[src/hdl/assert_macros.svh]
// Assertion helpers, clocked on clk and disabled while rst_n is low.
`ifndef ASSERT_MACROS_SVH
`define ASSERT_MACROS_SVH

// Property must hold at every clock edge outside reset.
`define ASSERT_CLK(lbl, prop, msg) \
  lbl: assert property (@(posedge clk) disable iff (!rst_n) (prop)) else $error(msg);

// Expression must never be true outside reset.
`define ASSERT_NEVER(lbl, expr, msg) \
  lbl: assert property (@(posedge clk) disable iff (!rst_n) !(expr)) else $error(msg);

`endif

[src/hdl/mlbc_pkg.sv]
`timescale 1ns / 1ps

package mlbc_pkg;

  localparam int unsigned TIME_W   = 32;
  localparam int unsigned LEVEL_W  = 8;
  localparam int unsigned INTV_W   = 8;
  localparam int unsigned ID_W     = 2;
  localparam int unsigned REG_W    = 4;
  localparam int unsigned UNIT_W   = 7;
  localparam int unsigned DUE_W    = INTV_W + UNIT_W;

  localparam logic [UNIT_W-1:0] INTERVAL_UNIT_MS = 7'd100;

  localparam logic [REG_W-1:0] REG_LIGHTS_RST = 4'hF;

  localparam logic OP_TICK = 1'b0;
  localparam logic OP_PUT  = 1'b1;

  localparam logic KIND_DRIVE  = 1'b0;
  localparam logic KIND_STATUS = 1'b1;

  typedef enum logic [1:0] {
    MODE_IDLE   = 2'd0,
    MODE_STEADY = 2'd1,
    MODE_FLASH  = 2'd2
  } light_mode_t;

  typedef enum logic [3:0] {
    ST_IDLE   = 4'b0001,
    ST_STEADY = 4'b0010,
    ST_FLASH  = 4'b0100,
    ST_FLUSH  = 4'b1000
  } seq_state_t;

endpackage

[src/hdl/mlbc_due_unit.sv]
`timescale 1ns / 1ps

module mlbc_due_unit (
  input  logic [mlbc_pkg::TIME_W-1:0] now_ms,
  input  logic [mlbc_pkg::TIME_W-1:0] toggle_ms,
  input  logic [mlbc_pkg::INTV_W-1:0] interval,
  output logic                        due
);
  import mlbc_pkg::*;

  logic [TIME_W-1:0] elapsed;
  logic [DUE_W-1:0]  due_ms;

  assign elapsed = now_ms - toggle_ms;
  assign due_ms  = DUE_W'(interval) * DUE_W'(INTERVAL_UNIT_MS);

  // Signed elapsed <= 0 always toggles.
  assign due = (elapsed == '0) || elapsed[TIME_W-1] ||
               (elapsed >= TIME_W'(due_ms));

endmodule

[src/hdl/multi_light_blink_controller_unit.sv]
`timescale 1ns / 1ps
// Multi-light blink controller.
// Input: pulse start with the in_* fields while busy is low. in_op selects a
// put (set one light's level and interval) or a tick (in_now_ms = time in ms).
// Results: one per cycle on out_* with out_valid high for exactly one cycle;
// the receiver cannot stall, so every strobe is a completed transaction.
// out_last marks the final result of an input transaction.
// Put: status appears the cycle after acceptance; busy stays low, so puts can
// follow back to back.
// Tick: busy while the sequencer walks every light once for steady drives
// and once more for flash checks through the single shared elapsed-time
// comparator, then flushes the held result. A drive is held until the next
// hit or the flush, then registered; the final one shows in the first cycle
// with busy low. A tick that drives nothing gives no result.
// Configuration: cfg_wr_en/cfg_wr_data write the registered-light mask at any
// clock edge; only write it while busy is low.
// Reset (synchronous, rst_n low): all lights idle, mask all ones, no output.
module multi_light_blink_controller_unit #(
  parameter int NUM_LIGHTS = 4
) (
  input  logic                          clk,
  input  logic                          rst_n,
  input  logic                          start,
  output logic                          busy,
  input  logic                          in_op,
  input  logic [mlbc_pkg::ID_W-1:0]     in_light_id,
  input  logic [mlbc_pkg::LEVEL_W-1:0]  in_level_in,
  input  logic [mlbc_pkg::INTV_W-1:0]   in_interval_in,
  input  logic [mlbc_pkg::TIME_W-1:0]   in_now_ms,
  input  logic                          cfg_wr_en,
  input  logic [mlbc_pkg::REG_W-1:0]    cfg_wr_data,
  output logic                          out_valid,
  output logic                          out_kind,
  output logic [mlbc_pkg::ID_W-1:0]     out_light_out,
  output logic [mlbc_pkg::LEVEL_W-1:0]  out_drive_level,
  output logic                          out_failed,
  output logic                          out_last
);
  import mlbc_pkg::*;

  `include "assert_macros.svh"

  localparam int IDX_W  = (NUM_LIGHTS > 1) ? $clog2(NUM_LIGHTS) : 1;
  localparam int CNT_W  = $clog2(NUM_LIGHTS + 1);
  localparam int SCAN_W = (CNT_W < 2) ? 2 : CNT_W;
  localparam logic [SCAN_W-1:0] LAST_IDX = SCAN_W'(NUM_LIGHTS - 1);

  seq_state_t           state_r, state_nxt;
  logic [SCAN_W-1:0]    idx_r, idx_nxt;
  logic [TIME_W-1:0]    now_r, now_nxt;
  logic [REG_W-1:0]     reg_lights_r, reg_lights_nxt;
  logic                 pend_v_r, pend_v_nxt;
  logic [ID_W-1:0]      pend_light_r, pend_light_nxt;
  logic [LEVEL_W-1:0]   pend_level_r, pend_level_nxt;

  logic                 out_valid_r, out_valid_nxt;
  logic                 out_kind_r, out_kind_nxt;
  logic [ID_W-1:0]      out_light_r, out_light_nxt;
  logic [LEVEL_W-1:0]   out_level_r, out_level_nxt;
  logic                 out_failed_r, out_failed_nxt;
  logic                 out_last_r, out_last_nxt;

  light_mode_t          mode_r  [NUM_LIGHTS];
  logic [LEVEL_W-1:0]   level_r [NUM_LIGHTS];
  logic [INTV_W-1:0]    intv_r  [NUM_LIGHTS];
  logic [TIME_W-1:0]    ltt_r   [NUM_LIGHTS];
  logic [LEVEL_W-1:0]   lout_r  [NUM_LIGHTS];

  logic [IDX_W-1:0]     cur;
  logic [IDX_W+ID_W-1:0] put_id_ext;
  logic [IDX_W-1:0]     put_idx;
  logic                 put_ok;
  logic                 put_we;
  logic                 steady_clr;
  logic                 flash_we;
  logic                 hit;
  logic [LEVEL_W-1:0]   hit_level;
  logic                 flash_due;
  logic                 last_idx;

  assign cur        = idx_r[IDX_W-1:0];
  assign put_id_ext = {{IDX_W{1'b0}}, in_light_id};
  assign put_idx    = put_id_ext[IDX_W-1:0];
  assign put_ok     = ({30'd0, in_light_id} < 32'(NUM_LIGHTS)) &&
                      reg_lights_r[in_light_id];
  assign last_idx   = (idx_r == LAST_IDX);
  assign busy       = (state_r != ST_IDLE);

  mlbc_due_unit u_due (
    .now_ms    (now_r),
    .toggle_ms (ltt_r[cur]),
    .interval  (intv_r[cur]),
    .due       (flash_due)
  );

  always_comb begin
    state_nxt      = state_r;
    idx_nxt        = idx_r;
    now_nxt        = now_r;
    reg_lights_nxt = cfg_wr_en ? cfg_wr_data : reg_lights_r;
    pend_v_nxt     = pend_v_r;
    pend_light_nxt = pend_light_r;
    pend_level_nxt = pend_level_r;
    out_valid_nxt  = 1'b0;
    out_kind_nxt   = out_kind_r;
    out_light_nxt  = out_light_r;
    out_level_nxt  = out_level_r;
    out_failed_nxt = out_failed_r;
    out_last_nxt   = out_last_r;
    put_we         = 1'b0;
    steady_clr     = 1'b0;
    flash_we       = 1'b0;
    hit            = 1'b0;
    hit_level      = '0;

    case (state_r)
      ST_IDLE: begin
        if (start) begin
          if (in_op == OP_PUT) begin
            put_we         = put_ok;
            out_valid_nxt  = 1'b1;
            out_kind_nxt   = KIND_STATUS;
            out_light_nxt  = in_light_id;
            out_level_nxt  = '0;
            out_failed_nxt = !put_ok;
            out_last_nxt   = 1'b1;
          end else begin
            now_nxt   = in_now_ms;
            idx_nxt   = '0;
            state_nxt = ST_STEADY;
          end
        end
      end
      ST_STEADY: begin
        hit        = (mode_r[cur] == MODE_STEADY);
        hit_level  = level_r[cur];
        steady_clr = hit;
        idx_nxt    = idx_r + 1'b1;
        if (last_idx) begin
          idx_nxt   = '0;
          state_nxt = ST_FLASH;
        end
      end
      ST_FLASH: begin
        hit       = (mode_r[cur] == MODE_FLASH) && flash_due;
        hit_level = (lout_r[cur] == '0) ? level_r[cur] : '0;
        flash_we  = hit;
        idx_nxt   = idx_r + 1'b1;
        if (last_idx) begin
          idx_nxt   = '0;
          state_nxt = ST_FLUSH;
        end
      end
      ST_FLUSH: begin
        if (pend_v_r) begin
          out_valid_nxt  = 1'b1;
          out_kind_nxt   = KIND_DRIVE;
          out_light_nxt  = pend_light_r;
          out_level_nxt  = pend_level_r;
          out_failed_nxt = 1'b0;
          out_last_nxt   = 1'b1;
        end
        pend_v_nxt = 1'b0;
        state_nxt  = ST_IDLE;
      end
      default: begin
        pend_v_nxt = 1'b0;
        state_nxt  = ST_IDLE;
      end
    endcase

    // Hold one drive back so the final one can carry out_last.
    if (hit) begin
      if (pend_v_r) begin
        out_valid_nxt  = 1'b1;
        out_kind_nxt   = KIND_DRIVE;
        out_light_nxt  = pend_light_r;
        out_level_nxt  = pend_level_r;
        out_failed_nxt = 1'b0;
        out_last_nxt   = 1'b0;
      end
      pend_v_nxt     = 1'b1;
      pend_light_nxt = idx_r[ID_W-1:0];
      pend_level_nxt = hit_level;
    end
  end

  always_ff @(posedge clk) begin
    if (!rst_n) begin
      state_r      <= ST_IDLE;
      idx_r        <= '0;
      reg_lights_r <= REG_LIGHTS_RST;
      pend_v_r     <= 1'b0;
      out_valid_r  <= 1'b0;
    end else begin
      state_r      <= state_nxt;
      idx_r        <= idx_nxt;
      reg_lights_r <= reg_lights_nxt;
      pend_v_r     <= pend_v_nxt;
      out_valid_r  <= out_valid_nxt;
    end
  end

  always_ff @(posedge clk) begin
    now_r        <= now_nxt;
    pend_light_r <= pend_light_nxt;
    pend_level_r <= pend_level_nxt;
    out_kind_r   <= out_kind_nxt;
    out_light_r  <= out_light_nxt;
    out_level_r  <= out_level_nxt;
    out_failed_r <= out_failed_nxt;
    out_last_r   <= out_last_nxt;
  end

  always_ff @(posedge clk) begin
    if (!rst_n) begin
      for (int i = 0; i < NUM_LIGHTS; i++) begin
        mode_r[i] <= MODE_IDLE;
      end
    end else if (put_we) begin
      mode_r[put_idx] <= (in_interval_in == '0) ? MODE_STEADY : MODE_FLASH;
    end else if (steady_clr) begin
      mode_r[cur] <= MODE_IDLE;
    end
  end

  always_ff @(posedge clk) begin
    if (put_we) begin
      level_r[put_idx] <= in_level_in;
      intv_r[put_idx]  <= in_interval_in;
      if (in_interval_in != '0) begin
        ltt_r[put_idx]  <= in_now_ms;
        lout_r[put_idx] <= '0;
      end
    end else if (flash_we) begin
      ltt_r[cur]  <= now_r;
      lout_r[cur] <= hit_level;
    end
  end

  assign out_valid       = out_valid_r;
  assign out_kind        = out_kind_r;
  assign out_light_out   = out_light_r;
  assign out_drive_level = out_level_r;
  assign out_failed      = out_failed_r;
  assign out_last        = out_last_r;

  `ASSERT_CLK(a_put_status, (start && !busy && (in_op == OP_PUT)) |=> (out_valid && out_last && (out_kind == KIND_STATUS)), "put without status")
  `ASSERT_CLK(a_tick_quiet, (start && !busy && (in_op == OP_TICK)) |=> !out_valid, "output right after tick")
  `ASSERT_NEVER(a_pend_idle, (state_r == ST_IDLE) && pend_v_r, "held drive left in idle")
  `ASSERT_CLK(a_drive_busy, (out_valid && (out_kind == KIND_DRIVE)) |-> $past(busy), "drive outside a tick")

endmodule

[config.mk]
export PLATFORM = sky130hd
export DESIGN_NAME = multi_light_blink_controller_unit
export DESIGN_NICKNAME = d
export VERILOG_FILES = /design/src/hdl/mlbc_pkg.sv /design/src/hdl/mlbc_due_unit.sv /design/src/hdl/multi_light_blink_controller_unit.sv
export VERILOG_INCLUDE_DIRS = /design/src /design/src/hdl
export SDC_FILE = /design/constraint.sdc
export NUM_CORES = 1
export LEC_CHECK = 0
export BUFFER_PORTS_ARGS = -buffer_cell sky130_fd_sc_hd__buf_2
export CAP_MARGIN = 5
export CORE_UTILIZATION = 40
export DETAILED_ROUTE_END_ITERATION = 10
export GPL_ROUTABILITY_DRIVEN = 0
export GPL_TIMING_DRIVEN = 0
export PLACE_DENSITY = 0.65
export SKIP_LAST_GASP = 1
export SLEW_MARGIN = 30
export SYNTH_ARGS = -nofsm -noshare
export SYNTH_HDL_FRONTEND = slang
export SYNTH_SLANG_ARGS = --single-unit
[constraint.sdc]
create_clock -name clk -period 29.7 [get_ports clk]
set_input_delay 0 -clock clk [delete_from_list [all_inputs] [get_ports clk]]
set_output_delay 0 -clock clk [all_outputs]
set_load 0.03 [all_outputs]
**Yosys cells after proc, flatten, opt, wreduce, memory -nomap -nowiden**

Memory sizes are Yosys's and may differ from the RTL's. A register that Yosys moved wholly into a read port is not among the register bits.
Cells that the tools add are included.

- Reductions and logical operators: 18
- $mul: 1
- Muxes and demuxes: 95
- Bitwise logic cells: 1
- Order comparisons: 2
- Equality and inequality tests: 13
- Add/subtract/negate cells: 2

Operator list:

| kind | count |
|---|---|
| $mux W8 | 7 |
| $mux W1 | 47 |
| $mux W2 | 22 |
| $ge A32 B15 Y1 | 1 |
| $logic_not A32 Y1 | 1 |
| $mux W32 | 1 |
| $pmux W8 S2 | 2 |
| $reduce_or A32 Y1 | 1 |
| $sub A32 B32 Y32 | 1 |
| $logic_not A8 Y1 | 2 |
| $mux W4 | 4 |
| $mul A8 B5 Y13 const B | 1 |
| $pmux W4 S3 | 1 |
| $pmux W1 S2 | 5 |
| $mux W3 | 3 |
| $ne A2 B2 Y1 const B | 4 |
| $reduce_bool A8 Y1 | 1 |
| $reduce_or A8 Y1 | 1 |
| $pmux W3 S2 | 1 |
| $reduce_and A3 Y1 | 2 |
| $reduce_or A2 Y1 | 3 |
| $eq A4 B1 Y1 const B | 1 |
| $eq A4 B2 Y1 const B | 1 |
| $eq A4 B3 Y1 const B | 1 |
| other kinds (17) | 18 |

- Memories kept: 5
- Memory bits (writable): 232
- Register bits: 68

Memory list:

| memory | depth | width | read ports | clocked after memory_dff | wr ports | line | RTL |
|---|---|---|---|---|---|---|---|
| ltt_r | 4 | 32 | 1 | 1 | 1 | multi_light_blink_controller_unit.sv:66 | `logic [TIME_W-1:0] ltt_r [NUM_LIGHTS];` |
| intv_r | 4 | 8 | 1 | 1 | 1 | multi_light_blink_controller_unit.sv:65 | `logic [INTV_W-1:0] intv_r [NUM_LIGHTS];` |
| level_r | 4 | 8 | 1 | 1 | 1 | multi_light_blink_controller_unit.sv:64 | `logic [LEVEL_W-1:0] level_r [NUM_LIGHTS];` |
| lout_r | 4 | 8 | 1 | 1 | 1 | multi_light_blink_controller_unit.sv:67 | `logic [LEVEL_W-1:0] lout_r [NUM_LIGHTS];` |
| mode_r | 4 | 2 | 1 | 1 | 4 | multi_light_blink_controller_unit.sv:63 | `light_mode_t mode_r [NUM_LIGHTS];` |

**Logic depth before layout (Yosys ltp)**

- Depth in word-level cells: 11
- Depth in mapped cells: 31

**Hierarchy**

Synthesis repeated with hierarchy kept, for this count alone.

- Cells, all modules: 970
- Area total of the unflattened synthesis: 14246.2 µm²

Modules (own cells, without submodules):

| module | times used | cells an instance | area an instance (µm²) | seq. area each (µm²) |
|---|---|---|---|---|
| multi_light_blink_controller_unit | 1 | 584 | 11487.3 | 8788.4 |
| mlbc_due_unit | 1 | 386 | 2758.9 | 0.0 |

**Worst setup path before layout**

OpenSTA, ideal clock, no wires.

- Kind: register to register
- From: reg (tool-made name)
- To: mem lout_r[1][0] (enable)
- Library setup time: 0.498 ns
- Cell stages (with the launch flop): 28
- Period minus slack after synthesis: 9.950 ns
- Arrival: 9.453 ns
- Data required time: 29.202 ns
- Path slack: 19.750 ns
- Cells stage by stage: dfxtp_1 clkbuf_1 buf_1 buf_1 buf_1 mux4_2 ha_1 ha_1 fa_1 ha_1 a21oi_1 nor2_1 nor2_1 o21bai_1 a21oi_1 o21bai_1 a21oi_1 xor2_1 ha_1 nand3_1 o221a_2 o2111ai_1 a221oi_1 o221ai_1 nor4_1 a41o_1 buf_2 o31ai_1

RTL lines:

| what | line |
|---|---|
| end: declaration | multi_light_blink_controller_unit.sv:67 |

==> metrics.yaml <==
outcome:
  status: "finished, final reports clean"
synthesis:
  yosys.area.top_type: "edfxtp_1"
  seq_area_frac_synth: 0.611
  yosys_warnings: 0
  syn_nets: 1206
  ys.flop_type: "edfxtp_1"
  netlist_area_mm2: 0.0144
  synth_area_leaders: "edfxtp_1, mux4_2, ha_1"
  syn_area_per_cell_um2: 13.4
  synthTopCellsByCount: "edfxtp_1, nand2_1, ha_1"
  synth_edf_count: 274
  ys_seq_elements: 302
  synth_top_area_share: 0.572
  synthDistinctLibCells: 71
  async_flop_share: 0
  synth.most_common_cell: "edfxtp_1"
  netlist_instances: 1070
setup_path:
  startpoint_type: "register"
  arrival_ns: 9.97
  max_stage_delay_ns: 0.76
  crit_top_cell: "ha_1"
  cp.buffers_inverters: 6
  cp-end-kind: "register"
  path_class: "register to register"
  cp_max_fo: 10
  cp_top_family: "buffers and inverters"
  crit_slowest_cell: "buf_1"
  crit_required_ns: 29.91
clocking:
  cts-root-buf: "clkbuf_16"
  postCtsHoldBufs: 59
  htreeDepth: 1
  ctsResizeCount: 0
  clkLatencyLatePin_ns: 0.57
  clkTransAtPathRegs_ns: 0.06
  numCtsBuffers: 31
  cts_setup_buffers: 0
  clock_sinks: 302
  clockBufferDepth: 3
  cts_tree: "done"
drt:
  first_pass_iters: 7
  drt_iter0_drc: 729
  num_vias: 9378
  routed_via_density: 5.40
  drtAntennaViolNets: 0
  drc: 0
  wl_mm: 33.0
  wl_per_cell_um: 19.0
cells_and_area:
  area_growth_pct: 20.2
  drive_gt1_frac: 0.174
  fillers: 3073
  finalNonFillerCells: 1737
  layout.nets: 1386
power:
  switchingPower_mw: 0.214
  ir_drop_v: 0.0000528
  combPwrFrac: 0.087
  swShare: 0.223
  p_per_area_mw_per_mm2: 55.3
  leakage_nw: 6.51
  intPower_mw: 0.742
  seqPwrFrac: 0.497
  p_clk_frac: 0.416
sta:
  fin_worst_skew_ns: 0.0256
  period_share: 0.329
  setup_slack_ns: 19.93
  setup_violations: 0
  fin_crit_ns: 9.77
  clock.fmax_ghz: 0.102
  rsz0062_at_grt: "false"
  hold_viol: 0
  tns_ns: 0
  slew_headroom: 0.380
  tightest_slew_ns: 0.930
  slew_viol_final: 0
floorplanning:
  rows: 69
  die_width_um: 192
  initial_core_util: 0.405
  die_y_um: 192
  io_pins: 74
  core-area_mm2: 0.0355
  dieArea_mm2: 0.0367
global_routing:
  grt_max_degree: 20
  grt_usage: 0.186
  gr-total-overflow: 0
  antenna_found_initial: 1
  grt_pass1_wl_mm: 52.7
  grt_pass1_vias: 9761
worst_hold_path:
  hold_path.class: "input port to register"
place:
  dpl.cell_count: 1619
  dp_hpwl_mm: 24.2
  portBuffers: 69
  pre_cts_ws_ns: 19.21
job:
  max-cap-violations: 0
## cell type report
type | count | area [um^2] | area share
Sequential cell | 302 | 8790 | 0.508
Multi-Input combinational cell | 661 | 5250 | 0.304
Timing Repair Buffer | 147 | 1190 | 0.0688
Clock buffer | 34 | 787 | 0.0455
Tap cell | 461 | 577 | 0.0334
Clock inverter | 24 | 267 | 0.0154
Inverter | 66 | 248 | 0.0143
Buffer | 41 | 176 | 0.0102
Antenna cell | 1 | 2.50 | 0.000145
## kinds of logic after synthesis
logic type / after synthesis / synth area share
simple gates: 316 / 0.103
xor+xnor: 24 / 0.0146
flops: 302 / 0.611
fa+ha+maj: 77 / 0.0691
compound gates: 184 / 0.0871
buf+inv: 107 / 0.0291
mux: 60 / 0.0863
## worst register-to-register path, cell delays in order, from the launching register on
cell,delay (ns)
dfxtp_1,0.30
clkbuf_1,0.46
buf_1,0.76
clkbuf_2,0.52
clkbuf_2,0.47
mux4_2,0.62
ha_1,0.33
ha_1,0.32
fa_1,0.46
ha_1,0.35
a21oi_1,0.21
o21bai_1,0.09
a21oi_1,0.24
o21bai_1,0.09
a21oi_1,0.18
xor2_1,0.17
ha_1,0.26
a21o_1,0.18
a2111oi_0,0.40
o221a_2,0.27
o2111ai_1,0.09
a221oi_1,0.26
o221ai_1,0.17
nor4_1,0.61
a41o_1,0.43
buf_2,0.41
buf_2,0.37
nand2_1,0.38
## power by group through the flow
stage,logic (mW),clock network (mW),registers (mW)
final,0.0828,0.398,0.475
after global routing,0.0918,0.423,0.476
after CTS,0.0824,0.405,0.475
after detailed placement,0.0755,0,0.484
after global placement,0.0705,0,0.485
after floorplan,0.0489,0,0.485
## cells in the final DEF, fill, tap and decap left out, types with 12 or more instances in the layout
master,synthesis,layout
o21ai_0,36,36
mux4_2,51,51
buf_2,8,77
nand2_1,157,157
clkbuf_16,0,31
and3_1,14,14
nor4_1,13,13
nor2_1,43,42
inv_1,66,66
xnor2_1,16,16
clkbuf_1,27,30
edfxtp_1,274,274
and2_1,17,17
dfxtp_1,28,28
buf_6,1,12
ha_1,73,73
nor3_1,13,12
dlygate4sd3_1,0,59
a21oi_1,49,49
## sequential cells by signal, indices dropped and copies added (netlist names), named ones only
register and flops:
ltt_r 128, intv_r 32, level_r 32, lout_r 32, now_r 32, mode_r 8
out_drive_level 8, pend_level_r 8, reg_lights_r 4, state_r 4, idx_r 3, out_light_out 2
pend_light_r 2, out_failed 1, out_kind 1, out_last 1, out_valid 1, pend_v_r 1
## worst paths after layout
| kind | startpoint | to | slack, ns | cells after the start |
|---|---|---|---|---|
| worst min-delay path | start | now_r[31]$_DFFE_PP_ | 0.03 | 4 |
| worst min register to register | pend_level_r[0]$_DFFE_PN_ | out_drive_level[0]$_DFF_P_ | 0.46 | 1 |
| worst max-delay path | register | pend_level_r[0]$_DFFE_PN_ | 19.93 | 27 |
| worst max register to register | register | pend_level_r[0]$_DFFE_PN_ | 19.93 | 27 |
## per-stage QoR
step / total power, mW / utilization / instance area (um^2) / hold slack (ns)
5_1_grt: 0.991 / 0.487 / 17300 / 0.0102
3_5_place_dp: 0.560 / 0.441 / 15600 / 0.193
4_1_cts: 0.963 / 0.487 / 17300 / 0.00623
2_1_floorplan: 0.534 / - / 14400 / 0.0989
6_report: 0.956 / 0.487 / 17300 / 0.0257
3_3_place_gp: 0.556 / 0.431 / 15300 / 0.193
## layer usage
metal	vias to the layer above	wire, um	global-route usage	share of wire
met3	67	1560	0.0261	0.047
li1	4438	-	-	-
met5	-	0	0	0
met1	4601	14500	0.245	0.44
met2	272	16000	0.317	0.49
met4	0	900	0.0611	0.027
Note: power is estimated with default switching activity, not from simulation.
